## src/rtl/core/warer_pkg.sv

```systemverilog
// shared constants and types of the windowed arrival rate estimator
package warer_pkg;

	localparam int WINDOW   = 32;
	localparam int PTR_W    = $clog2(WINDOW);
	localparam int FILL_W   = $clog2(WINDOW + 1);
	localparam int CNT_W    = $clog2(WINDOW);
	localparam int GAP_W    = 6;
	localparam int SUM_W    = $clog2((WINDOW - 1) * ((1 << GAP_W) - 1) + 1);
	localparam int TIME_W   = 48;
	localparam int SEC_W    = 39;
	localparam int RATE_W   = 17;
	localparam int FRAC_W   = 16;
	localparam int MS_PER_S = 1000;
	localparam int MS_DIV_W = 10;

	// seconds conversion: one 16-bit millisecond digit per cycle
	localparam int SEC_DIG_W   = 16;
	localparam int SEC_STEPS   = TIME_W / SEC_DIG_W;
	localparam int SEC_CNT_W   = $clog2(SEC_STEPS);
	localparam int SEC_V_W     = MS_DIV_W + SEC_DIG_W;
	// 1000 = 8 * 125, the shift takes the factor of 8 and the multiply the 125
	localparam int MS_PRE_SH   = 3;
	localparam int MS_RECIP_SH = 30;
	localparam int MS_RECIP_W  = 24;
	localparam int SEC_P_W     = SEC_V_W - MS_PRE_SH + MS_RECIP_W;
	// ceil(2^30 / 125)
	localparam logic [MS_RECIP_W-1:0] MS_RECIP = MS_RECIP_W'(8589935);

	localparam int RATE_N_W = CNT_W + FRAC_W;
	localparam int DIV_N_W  = RATE_N_W;
	localparam int DIV_D_W  = SUM_W;
	localparam int STEP_W   = $clog2(DIV_N_W + 1);

	localparam int PADDR_W  = 3;
	localparam int PDATA_W  = 32;

	localparam logic [GAP_W-1:0]     MAX_GAP_RST = GAP_W'(10);
	localparam logic [RATE_W-1:0]    ONE_Q16     = RATE_W'(1 << FRAC_W);
	localparam logic [PADDR_W-3:0]   REG_MAX_GAP = '0;

	typedef struct packed {
		logic             done;
		logic             few;
		logic [CNT_W-1:0] cnt;
		logic [SUM_W-1:0] sum;
	} walk_res_t;

endpackage

```

## src/rtl/core/warer_if.sv

```systemverilog
// item channels of the estimator: event timestamps in, rate estimates out
interface warer_evt_if import warer_pkg::*; ();
	logic              valid;
	logic              ready;
	logic [TIME_W-1:0] event_time_ms;

	modport source (output valid, output event_time_ms, input ready);
	modport sink (input valid, input event_time_ms, output ready);
endinterface

interface warer_est_if import warer_pkg::*; ();
	logic              valid;
	logic              ready;
	logic [RATE_W-1:0] rate_q16;
	logic              is_default;

	modport source (output valid, output rate_q16, output is_default, input ready);
	modport sink (input valid, input rate_q16, input is_default, output ready);
endinterface

```

## src/rtl/core/warer_div.sv

```systemverilog
// iterative restoring divider, one quotient bit per cycle
module warer_div import warer_pkg::*; (
	input  logic               clk,
	input  logic               arst_n,
	input  logic               start,
	input  logic [DIV_N_W-1:0] dividend,
	input  logic [DIV_D_W-1:0] divisor,
	input  logic [STEP_W-1:0]  steps,
	output logic               done,
	output logic [DIV_N_W-1:0] quot
);

	logic               busy_q;
	logic               done_q;
	logic [STEP_W-1:0]  left_q;
	logic [DIV_N_W-1:0] num_q;
	logic [DIV_D_W-1:0] den_q;
	logic [DIV_D_W-1:0] rem_q;
	logic [DIV_N_W-1:0] quot_q;

	logic [DIV_D_W:0]   rem_sh;
	logic [DIV_D_W:0]   trial;
	logic               ge;

	assign rem_sh = {rem_q, num_q[DIV_N_W-1]};
	assign ge     = rem_sh >= {1'b0, den_q};
	assign trial  = rem_sh - {1'b0, den_q};

	always_ff @(posedge clk or negedge arst_n) begin
		if (!arst_n) begin
			busy_q <= 1'b0;
			done_q <= 1'b0;
			left_q <= '0;
		end else begin
			done_q <= 1'b0;
			if (start) begin
				busy_q <= 1'b1;
				left_q <= steps;
			end else if (busy_q) begin
				left_q <= left_q - STEP_W'(1);
				if (left_q == STEP_W'(1)) begin
					busy_q <= 1'b0;
					done_q <= 1'b1;
				end
			end
		end
	end

	always_ff @(posedge clk) begin
		if (start) begin
			num_q  <= dividend;
			den_q  <= divisor;
			rem_q  <= '0;
			quot_q <= '0;
		end else if (busy_q) begin
			num_q  <= {num_q[DIV_N_W-2:0], 1'b0};
			quot_q <= {quot_q[DIV_N_W-2:0], ge};
			rem_q  <= ge ? trial[DIV_D_W-1:0] : rem_sh[DIV_D_W-1:0];
		end
	end

	assign done = done_q;
	assign quot = quot_q;

endmodule

```

## src/rtl/core/warer_walk.sv

```systemverilog
// timestamp ring in a synchronous memory and the newest-first gap walk
module warer_walk import warer_pkg::*; (
	input  logic             clk,
	input  logic             arst_n,
	input  logic             store,
	input  logic [SEC_W-1:0] secs,
	input  logic [GAP_W-1:0] max_gap,
	output walk_res_t        res
);

	logic [SEC_W-1:0]  ring_mem [WINDOW];

	logic [PTR_W-1:0]  wp_q;
	logic [FILL_W-1:0] fill_q;
	logic [PTR_W-1:0]  rd_ptr_q;
	logic [FILL_W-1:0] remain_q;
	logic              busy_q;
	logic              done_q;
	logic              few_q;
	logic              rd_v_s1;
	logic [SEC_W-1:0]  rd_data_s1;
	logic [SEC_W-1:0]  prev_q;
	logic [CNT_W-1:0]  cnt_q;
	logic [SUM_W-1:0]  sum_q;

	logic [FILL_W-1:0] new_fill;
	logic              rd_en;
	logic [SEC_W:0]    diff;
	logic              take;

	assign new_fill = (fill_q == FILL_W'(WINDOW)) ? fill_q : fill_q + FILL_W'(1);
	assign rd_en    = busy_q && (remain_q != '0);

	// older entry must be strictly before the newer one and within the limit
	assign diff = {1'b0, prev_q} - {1'b0, rd_data_s1};
	assign take = rd_v_s1 && !diff[SEC_W] && (diff[SEC_W-1:0] != '0)
		&& (diff[SEC_W-1:GAP_W] == '0) && (diff[GAP_W-1:0] <= max_gap);

	always_ff @(posedge clk) begin
		if (store) begin
			ring_mem[wp_q] <= secs;
		end
		if (rd_en) begin
			rd_data_s1 <= ring_mem[rd_ptr_q];
		end
	end

	always_ff @(posedge clk or negedge arst_n) begin
		if (!arst_n) begin
			wp_q     <= '0;
			fill_q   <= '0;
			rd_ptr_q <= '0;
			remain_q <= '0;
			busy_q   <= 1'b0;
			done_q   <= 1'b0;
			few_q    <= 1'b0;
			rd_v_s1  <= 1'b0;
			cnt_q    <= '0;
			sum_q    <= '0;
		end else begin
			done_q  <= 1'b0;
			rd_v_s1 <= rd_en;
			if (store) begin
				wp_q     <= (wp_q == PTR_W'(WINDOW - 1)) ? '0 : wp_q + PTR_W'(1);
				fill_q   <= new_fill;
				// newest stored entry is held in prev, so reads start one slot further back
				rd_ptr_q <= (wp_q == '0) ? PTR_W'(WINDOW - 1) : wp_q - PTR_W'(1);
				remain_q <= new_fill - FILL_W'(1);
				cnt_q    <= '0;
				sum_q    <= '0;
				if (new_fill < FILL_W'(2)) begin
					few_q  <= 1'b1;
					done_q <= 1'b1;
				end else begin
					few_q  <= 1'b0;
					busy_q <= 1'b1;
				end
			end else if (busy_q) begin
				if (rd_en) begin
					rd_ptr_q <= (rd_ptr_q == '0) ? PTR_W'(WINDOW - 1) : rd_ptr_q - PTR_W'(1);
					remain_q <= remain_q - FILL_W'(1);
				end
				if (take) begin
					cnt_q <= cnt_q + CNT_W'(1);
					sum_q <= sum_q + SUM_W'(diff[GAP_W-1:0]);
				end
				if (!rd_en && !rd_v_s1) begin
					busy_q <= 1'b0;
					done_q <= 1'b1;
				end
			end
		end
	end

	always_ff @(posedge clk) begin
		if (store) begin
			prev_q <= secs;
		end else if (rd_v_s1) begin
			prev_q <= rd_data_s1;
		end
	end

	assign res.done = done_q;
	assign res.few  = few_q;
	assign res.cnt  = cnt_q;
	assign res.sum  = sum_q;

endmodule

```

## src/rtl/core/windowed_arrival_rate_estimator_unit.sv

```systemverilog
// Windowed arrival rate estimator: one rate estimate per event timestamp, items taken one at
// a time. A zero timestamp goes straight to its default estimate. Any other item is converted
// to seconds one 16-bit millisecond digit per cycle by reciprocal multiply, then the walk
// reads the timestamp memory one entry per cycle; the very first stored entry skips the
// reads. When fewer than two gaps count the estimate is the default, and otherwise it comes
// from the 21-step bit-serial rate division. The next item is taken the cycle after an
// estimate moves into the output register, so an estimate waiting to be collected only holds
// off the item after next. max_gap_seconds sits at byte address 0 of the register port.
module windowed_arrival_rate_estimator_unit import warer_pkg::*; (
	input  logic               clk,
	input  logic               arst_n,
	input  logic               psel,
	input  logic               penable,
	input  logic               pwrite,
	input  logic [PADDR_W-1:0] paddr,
	input  logic [PDATA_W-1:0] pwdata,
	output logic [PDATA_W-1:0] prdata,
	output logic               pready,
	warer_evt_if.sink          evt,
	warer_est_if.source        est
);

	typedef enum logic [4:0] {
		S_IDLE = 5'b00001,
		S_SEC  = 5'b00010,
		S_WALK = 5'b00100,
		S_RATE = 5'b01000,
		S_DONE = 5'b10000
	} state_t;

	state_t                       state_q;
	logic [GAP_W-1:0]             max_gap_q;
	logic [RATE_W-1:0]            res_rate_q;
	logic                         res_def_q;
	logic                         est_valid_q;
	logic [RATE_W-1:0]            est_rate_q;
	logic                         est_def_q;
	logic [TIME_W-1:0]            sec_num_q;
	logic [MS_DIV_W-1:0]          sec_rem_q;
	logic [SEC_W-1:0]             sec_quot_q;
	logic [SEC_CNT_W-1:0]         sec_left_q;

	logic                         accept;
	logic                         ts_zero;
	logic                         sec_last;
	logic [SEC_V_W-1:0]           sec_v;
	logic [SEC_V_W-MS_PRE_SH-1:0] sec_y;
	logic [SEC_P_W-1:0]           sec_prod;
	logic [SEC_DIG_W-1:0]         sec_qd;
	logic [SEC_V_W-1:0]           sec_back;
	logic [SEC_W-1:0]             sec_next;
	logic                         div_start;
	logic [DIV_N_W-1:0]           div_dividend;
	logic [DIV_D_W-1:0]           div_divisor;
	logic [STEP_W-1:0]            div_steps;
	logic                         div_done;
	logic [DIV_N_W-1:0]           div_quot;
	logic                         store;
	walk_res_t                    walk_res;
	logic                         walk_use;
	logic                         out_free;
	logic                         cfg_wr;
	logic                         cfg_hit;

	// register port
	assign pready  = 1'b1;
	assign cfg_wr  = psel && penable && pwrite;
	assign cfg_hit = paddr[PADDR_W-1:2] == REG_MAX_GAP;
	assign prdata  = cfg_hit ? PDATA_W'(max_gap_q) : '0;

	always_ff @(posedge clk or negedge arst_n) begin
		if (!arst_n) begin
			max_gap_q <= MAX_GAP_RST;
		end else if (cfg_wr && cfg_hit) begin
			max_gap_q <= pwdata[GAP_W-1:0];
		end
	end

	assign evt.ready = state_q == S_IDLE;
	assign accept    = evt.valid && evt.ready;
	assign ts_zero   = evt.event_time_ms == '0;
	assign sec_last  = sec_left_q == '0;
	assign store     = (state_q == S_SEC) && sec_last;
	assign walk_use  = !walk_res.few && (walk_res.cnt >= CNT_W'(2));
	assign out_free  = !est_valid_q || est.ready;

	// long division by 1000, top digit first, remainder carried into the next digit
	assign sec_v    = {sec_rem_q, sec_num_q[TIME_W-1 -: SEC_DIG_W]};
	assign sec_y    = sec_v[SEC_V_W-1:MS_PRE_SH];
	assign sec_prod = SEC_P_W'(sec_y) * SEC_P_W'(MS_RECIP);
	assign sec_qd   = sec_prod[MS_RECIP_SH +: SEC_DIG_W];
	assign sec_back = sec_v - SEC_V_W'(sec_qd) * SEC_V_W'(MS_PER_S);
	assign sec_next = {sec_quot_q[SEC_W-SEC_DIG_W-1:0], sec_qd};

	always_ff @(posedge clk) begin
		if (accept) begin
			sec_num_q  <= evt.event_time_ms;
			sec_rem_q  <= '0;
			sec_quot_q <= '0;
		end else if (state_q == S_SEC) begin
			sec_num_q  <= {sec_num_q[TIME_W-SEC_DIG_W-1:0], SEC_DIG_W'(0)};
			sec_rem_q  <= sec_back[MS_DIV_W-1:0];
			sec_quot_q <= sec_next;
		end
	end

	always_ff @(posedge clk or negedge arst_n) begin
		if (!arst_n) begin
			sec_left_q <= '0;
		end else if (accept) begin
			sec_left_q <= SEC_CNT_W'(SEC_STEPS - 1);
		end else if ((state_q == S_SEC) && !sec_last) begin
			sec_left_q <= sec_left_q - SEC_CNT_W'(1);
		end
	end

	// rate = (count << 16) / sum
	assign div_start    = (state_q == S_WALK) && walk_res.done && walk_use;
	assign div_dividend = {walk_res.cnt, {FRAC_W{1'b0}}};
	assign div_divisor  = DIV_D_W'(walk_res.sum);
	assign div_steps    = STEP_W'(RATE_N_W);

	warer_div u_div (
		.clk      (clk),
		.arst_n   (arst_n),
		.start    (div_start),
		.dividend (div_dividend),
		.divisor  (div_divisor),
		.steps    (div_steps),
		.done     (div_done),
		.quot     (div_quot)
	);

	warer_walk u_walk (
		.clk     (clk),
		.arst_n  (arst_n),
		.store   (store),
		.secs    (sec_next),
		.max_gap (max_gap_q),
		.res     (walk_res)
	);

	always_ff @(posedge clk or negedge arst_n) begin
		if (!arst_n) begin
			state_q <= S_IDLE;
		end else begin
			unique case (state_q)
				S_IDLE: begin
					if (accept) begin
						state_q <= ts_zero ? S_DONE : S_SEC;
					end
				end
				S_SEC: begin
					if (sec_last) begin
						state_q <= S_WALK;
					end
				end
				S_WALK: begin
					if (walk_res.done) begin
						state_q <= walk_use ? S_RATE : S_DONE;
					end
				end
				S_RATE: begin
					if (div_done) begin
						state_q <= S_DONE;
					end
				end
				S_DONE: begin
					if (out_free) begin
						state_q <= S_IDLE;
					end
				end
				default: begin
					state_q <= S_IDLE;
				end
			endcase
		end
	end

	always_ff @(posedge clk) begin
		if ((accept && ts_zero) || ((state_q == S_WALK) && walk_res.done && !walk_use)) begin
			res_rate_q <= ONE_Q16;
			res_def_q  <= 1'b1;
		end else if ((state_q == S_RATE) && div_done) begin
			res_rate_q <= div_quot[RATE_W-1:0];
			res_def_q  <= 1'b0;
		end
	end

	// output register
	always_ff @(posedge clk or negedge arst_n) begin
		if (!arst_n) begin
			est_valid_q <= 1'b0;
		end else if ((state_q == S_DONE) && out_free) begin
			est_valid_q <= 1'b1;
		end else if (est.ready) begin
			est_valid_q <= 1'b0;
		end
	end

	always_ff @(posedge clk) begin
		if ((state_q == S_DONE) && out_free) begin
			est_rate_q <= res_rate_q;
			est_def_q  <= res_def_q;
		end
	end

	assign est.valid      = est_valid_q;
	assign est.rate_q16   = est_rate_q;
	assign est.is_default = est_def_q;

endmodule

```

## src/flat_wrapper.sv

```systemverilog
// flat-port wrapper written by rule: the top's interface ports become plain ports
module windowed_arrival_rate_estimator_unit_flat import warer_pkg::*;
  (clk, arst_n, psel, penable, pwrite, paddr, pwdata, prdata, pready, evt_valid, evt_event_time_ms, evt_ready, est_valid, est_rate_q16, est_is_default, est_ready);
  warer_evt_if evt_i ();
  warer_est_if est_i ();
  input  logic clk;
  input  logic arst_n;
  input  logic psel;
  input  logic penable;
  input  logic pwrite;
  input  logic [PADDR_W-1:0] paddr;
  input  logic [PDATA_W-1:0] pwdata;
  output logic [PDATA_W-1:0] prdata;
  output logic pready;
  input wire logic [$bits(evt_i.valid)-1:0] evt_valid;
  input wire logic [$bits(evt_i.event_time_ms)-1:0] evt_event_time_ms;
  output wire logic [$bits(evt_i.ready)-1:0] evt_ready;
  output wire logic [$bits(est_i.valid)-1:0] est_valid;
  output wire logic [$bits(est_i.rate_q16)-1:0] est_rate_q16;
  output wire logic [$bits(est_i.is_default)-1:0] est_is_default;
  input wire logic [$bits(est_i.ready)-1:0] est_ready;
  assign evt_i.valid = evt_valid;
  assign evt_i.event_time_ms = evt_event_time_ms;
  assign evt_ready = evt_i.ready;
  assign est_valid = est_i.valid;
  assign est_rate_q16 = est_i.rate_q16;
  assign est_is_default = est_i.is_default;
  assign est_i.ready = est_ready;
  windowed_arrival_rate_estimator_unit u_core (.clk(clk), .arst_n(arst_n), .psel(psel), .penable(penable), .pwrite(pwrite), .paddr(paddr), .pwdata(pwdata), .prdata(prdata), .pready(pready), .evt(evt_i), .est(est_i));
endmodule
```

## config.mk

```make
export PLATFORM = sky130hd
export DESIGN_NAME = windowed_arrival_rate_estimator_unit_flat
export DESIGN_NICKNAME = d
export VERILOG_FILES = /design/src/rtl/core/warer_pkg.sv /design/src/rtl/core/warer_if.sv /design/src/rtl/core/warer_div.sv /design/src/rtl/core/warer_walk.sv /design/src/rtl/core/windowed_arrival_rate_estimator_unit.sv /design/src/flat_wrapper.sv
export SDC_FILE = /design/constraint.sdc
export NUM_CORES = 2
export LEC_CHECK = 0
export BUFFER_PORTS_ARGS = -buffer_cell sky130_fd_sc_hd__buf_4
export CAP_MARGIN = 20
export CORE_MARGIN = 3
export CORE_UTILIZATION = 45
export CTS_CLUSTER_SIZE = 10
export DETAILED_ROUTE_END_ITERATION = 12
export PLACE_DENSITY = 0.62
export SETUP_SLACK_MARGIN = 0.05
export SKIP_LAST_GASP = 1
export SLEW_MARGIN = 20
export SYNTH_ARGS = -nofsm -noshare
export SYNTH_HDL_FRONTEND = slang
export SYNTH_HIERARCHICAL = 1
export SYNTH_SLANG_ARGS = --single-unit
```

## constraint.sdc

```tcl
create_clock -name clk -period 10.4 [get_ports clk]
set_clock_uncertainty 0.1 [all_clocks]
set_input_delay 0.52 -clock clk [delete_from_list [all_inputs] [get_ports clk]]
set_output_delay 0.52 -clock clk [all_outputs]
set_load 0.02 [all_outputs]
```

Word level (Yosys, flattened, before mapping)

Memories as Yosys holds them, arrays and structs flattened. A register that Yosys moved wholly into a read port is not among the register bits.
Index checks and enable logic that the tools add are counted.

Memories kept: 1
Output and inout bits: 53
Word-level logic and storage cells: 164
Bits of input ports: 90
Bits in writable memories: 1248
Bits in registers: 263

Multiply operators: 2
Multiplexer cells: 54
Reductions and logical operators: 46
$lt $le $gt $ge: 4
Add/subtract/negate cells: 13
Bitwise operators: 1
Equal/unequal tests: 14

Memories:

| memory                 | words | bits a word | rd ports | clocked after memory_dff | write ports | line             | text |
|---|---|---|---|---|---|---|---|
| u_core.u_walk.ring_mem | 32    | 39          | 1        | 1                        | 1           | warer_walk.sv:11 | `logic [SEC_W-1:0] ring_mem [WINDOW];` |

Operators by type and width:

| kind                                                | number |
|---|---|
| two-way mux 48 bit                                  | 2 |
| two-way mux 5 bit                                   | 18 |
| two-way mux 39 bit                                  | 2 |
| logical NOT 48 bit                                  | 1 |
| multiplier 23 x 24 -> 46 bit, second input constant | 1 |
| two-way mux 11 bit                                  | 4 |
| two-way mux 21 bit                                  | 2 |
| subtractor 39 x 39 -> 40 bit                        | 1 |
| nonzero test 39 bit                                 | 1 |
| logical NOT 33 bit                                  | 1 |
| two-way mux 6 bit                                   | 5 |
| case mux 5 bit (5 select lines)                     | 1 |
| logical AND 1 bit                                   | 19 |
| two-way mux 1 bit                                   | 18 |
| multiplier 16 x 7 -> 7 bit, second input constant   | 1 |
| nonzero test 2 bit                                  | 8 |
| subtractor 5 x 1 -> 5 bit, second input constant    | 3 |
| >= comparator 12 x 11 -> 1 bit                      | 1 |
| subtractor 6 x 1 -> 6 bit, second input constant    | 2 |
| adder 11 x 6 -> 11 bit                              | 1 |
| subtractor 11 bit                                   | 1 |
| adder 5 x 1 -> 5 bit, second input constant         | 2 |
| equality test 5 x 1 -> 1 bit, second input constant | 2 |
| equality test 5 bit, second input constant          | 2 |
| 21 further kinds                                    | 35 |

Depth between registers and ports, before layout

Word-level depth: 9
Depth in mapped cells: 38
Gate-level depth less buffers: 38

Hierarchy

The synthesis kept the hierarchy.

By module, submodules not included:

| module                               | area each (um^2) | instances | cells an instance |
|---|---|---|---|
| warer_walk                           | 55428.2          | 1         | 2712 |
| windowed_arrival_rate_estimator_unit | 14022.2          | 1         | 1397 |
| warer_div                            | 3380.7           | 1         | 306 |

Least setup slack after synthesis

No wires, ideal clock.

Path type: flip-flop to flip-flop
From: register u_core.sec_num_q[46]
To: register u_core.sec_rem_q[9]
Slack: 498 ps
Required time: 10229 ps
Setup time: 71 ps
Arrival: 9731 ps
Stages on the path, launching flop included: 35
Buffers on the path: 0
Cell sequence: edfxtp_1 -> inv_1 -> fa_1 -> inv_1 -> fa_1 -> ha_1 -> fa_1 -> inv_1 -> fa_1 -> inv_1 -> fa_1 -> fa_1 -> ha_1 -> and4b_1 -> nand4_1 -> o21ai_1 -> nor2_1 -> o21bai_1 -> a21oi_1 -> xnor2_1 -> ha_1 -> ha_1 -> inv_1 -> fa_1 -> inv_1 -> fa_1 -> ha_1 -> xor2_1 -> ha_1 -> a21oi_1 -> xnor2_1 -> xnor2_1 -> xnor3_1 -> xnor2_1 -> o21ai_1

Cells in the longest elaborated chain, start to end: 3

Ends and longest elaborated chain:

| element                       | line                                        | text |
|---|---|---|
| from (decl)                   | windowed_arrival_rate_estimator_unit.sv:38  | `logic [TIME_W-1:0] sec_num_q;` |
| from (signal assigned)        | windowed_arrival_rate_estimator_unit.sv:97  | `sec_num_q <= evt.event_time_ms;` |
| from (signal assigned)        | windowed_arrival_rate_estimator_unit.sv:101 | `sec_num_q <= {sec_num_q[TIME_W-SEC_DIG_W-1:0], SEC_DIG_W'(0)};` |
| multiplier 23 x 24 -> 46 bit  | windowed_arrival_rate_estimator_unit.sv:90  | `assign sec_prod = SEC_P_W'(sec_y) * SEC_P_W'(MS_RECIP);` |
| named net u_core.sec_prod[30] | windowed_arrival_rate_estimator_unit.sv:48  | `logic [SEC_P_W-1:0] sec_prod;` |
| multiplier 16 x 7 -> 7 bit    | windowed_arrival_rate_estimator_unit.sv:92  | `assign sec_back = sec_v - SEC_V_W'(sec_qd) * SEC_V_W'(MS_PER_S);` |
| subtractor 10 bit             | windowed_arrival_rate_estimator_unit.sv:92  |  |
| to (signal assigned)          | windowed_arrival_rate_estimator_unit.sv:102 | `sec_rem_q <= sec_back[MS_DIV_W-1:0];` |
| to (decl)                     | windowed_arrival_rate_estimator_unit.sv:39  | `logic [MS_DIV_W-1:0] sec_rem_q;` |

The timed path passes the listed nets, and every way through them passes these cells.
A chain may end at the register's enable or synchronous reset.

Final worst setup path

From: register u_core.sec_num_q[47]
To: register u_core.sec_rem_q[9]

The elaborated chain is that of the path after synthesis.

==> summary.md <==
| Metric | Value |
|---|---|
| Cells after DPL | `around 6,600` |
| Slew headroom | `27.28%` |
| H-tree levels | `4` |
| Number of max-cap violations | `0` |
| Fmax | `a little over 100 MHz` |
| Hold Crit Depth | `2` |
| Remaining DRCs | `0` |
| DRT Wirelength | `177,500 um` |
| Hold Crit Class | `primary input to register` |
| Wire length per cell | `25.67 um` |
| Initial cell density of the core | `45.58%` |
| Syn-to-layout area delta | `13.00%` |
| Num rows | `between 100 and 150` |
| Final Cycle Share | `94.15%` |
| Final HPWL DP | `about 100,000 um` |
| CP startpoint | `u_core/sec_num_q[47]$_DFFE_PP_` |
| Hold Buf Count CTS | `55` |
| Reg2Reg Setup Slack | `0.61 ns` |
| Reg-to-Reg End | `u_core/sec_rem_q[9]$_SDFFE_PP0P_` |
| Final min period | `9.792 ns` |
| Final #Nets | `5,265` |
| Slew Limit Fails | `0` |
| CTS Root Cell | `clkbuf_16` |
| Post-Syn Area | `72,700 sq um` |
| Clock slew at reported path FFs | `roughly 0.05 ns` |
| Num ports | `143` |
| Layout Utilization | `51.51%` |
| IO Port Bufs | `87` |
| Crit path capture type | `register` |
| Setup tns final | `0 ns` |
| Worst R2R Path Depth | `33` |
| Crit path arrival time | `~10 ns` |
| Critical Path Sink | `u_core/sec_rem_q[9]$_SDFFE_PP0P_` |
| Data required, critical path | `10.95 ns` |
| RSZ-0062 raised after global routing | `no` |
| Final GP Congestion | `0.8848` |
| Final hold slack | `0.07355 ns` |
| R2R Path Start | `u_core/sec_num_q[47]$_DFFE_PP_` |
| Setup Fix Bufs, Post-CTS | `0` |
| Die Y | `407.9 um` |
| Status | `finished clean` |
| Via count | `39,390` |
| DRT iter0 DRCs | `4,074` |
| CTS sink count | `1,566` |
| Critical path launch point type | `register` |
| Final setup viols | `0` |
| Total GRT Usage | `between 20% and 30%` |
| Worst skew pair latency | `slightly above 0.8 ns` |
| Synthesis Warnings | `6` |
| # resized after CTS | `0` |
| Core area | `159,500 sq um` |
| Worst hold start | `evt_event_time_ms[13]` |
| Post-Synthesis Cells | `4,403` |
| Share of layout cells above drive strength 1 | `20.52%` |
| Clock Path Buffers | `3` |
| CTS Buf Count | `176` |
| Antenna Violating Nets Remaining | `0` |
| Slowest stage cell, crit path | `fa_1` |
| Slew @ Worst Pin | `1.091 ns` |
| Die area | `between 150,000 and 200,000 sq um` |
| GRT Residual Overflow | `0` |
| CP max stage delay | `0.56 ns` |
| Final Hold Vio Count | `0` |
| Die X | `407.9 um` |
| CP most frequent cell | `fa_1` |
| Initial antenna violation count | `3` |
| Largest net degree at the start of global routing | `99` |
| Mean post-synth cell area | `16.51 sq um` |
| Kind of critical path | `register to register` |
| TritonCTS clock tree | `built` |
| Crit-path max FO | `6` |
| Drt first pass iters | `6` |
| Vias per Instance | `~5.7` |
| Global-route wire length before repair | `263,800 um` |
| Number of global-route vias before repair | `39,830` |
| Final Non-Filler Cells | `around 7,000` |
per-stage QoR:
stage	setup WS, ns	area [sq um]
final	0.6084	82150
after global routing	0.2006	82150
after CTS	0.5698	82080
after detailed placement	0.6509	76530
after global placement	0.6761	76520
after floorplan	0.4978	72870
layer usage:
layer | up-vias | wire (um) | track usage, %
met2 | 1284 | 85980 | 34.77
met4 | 2 | 4021 | 5.724
met1 | 20570 | 76040 | 30.29
met3 | 238 | 11420 | 3.265
met5 | - | 7 | 0
li1 | 17300 | - | -
registers in the layout, summed over array words and instances, names as in the netlist, 17 cells and up:
signal	cells
u_core/u_walk/ring_mem	1248
u_core/sec_num_q	48
u_core/u_walk/prev_q	39
u_core/u_walk/rd_data_s1	39
u_core/sec_quot_q	23
u_core/u_div/num_q	21
u_core/est.rate_q16	17
u_core/res_rate_q	17
u_core/u_div/quot	17
layout make-up:
type	instances	area, sq um
Antenna cell	2	5.005
Fill cell	12900	77330
Inverter	382	1434
Timing Repair Buffer	255	2088
Multi-Input combinational cell	2302	24980
Sequential cell	1566	45960
Clock inverter	17	297.8
Tap cell	2146	2685
Clock buffer	243	4707
placed cells by master (no fill, tap or decap), drive strengths merged, types with 15 or more instances in the layout:
cell,instances
edfxtp,1424
mux4,390
inv,386
ha,329
nand2,310
clkbuf,243
buf,200
fa,163
o21ai,156
nor2,132
a21oi,119
dfxtp,79
mux2,71
dfrtp,60
dlygate4sd3,55
xnor2,52
conb,48
nand3,47
nor3,45
a21o,34
xor2,31
mux2i,30
and3,29
nor2b,26
nor4,25
nand4,22
o21a,16
nand2b,16
a211oi,16
or2,15
how the worst min path moves through the flow:
| stage | to |
|---|---|
| after global placement | u_core/est.rate_q16[7]$_DFFE_PP_ |
| after floorplan | u_core/est.valid$_DFFE_PN0P_ |
| final | u_core/sec_num_q[13]$_SDFFCE_PN0P_ |
| after global routing | u_core/sec_num_q[13]$_SDFFCE_PN0P_ |
| after CTS | u_core/sec_num_q[13]$_SDFFCE_PN0P_ |
| after detailed placement | u_core/est.rate_q16[15]$_DFFE_PP_ |
worst max-delay path, delay by kind of cell (launching register included):
| kind | cells | cell delay [ns] |
|---|---|---|
| xor+xnor | 6 | 1.03 |
| simple gates | 2 | 0.57 |
| fa+ha+maj | 14 | 5.89 |
| buf+inv | 5 | 0.60 |
| compound gates | 6 | 0.91 |
| flops | 1 | 0.55 |
Power is not shown: default switching activity piles up to over one toggle a cycle in this logic, so the estimate is an artifact.
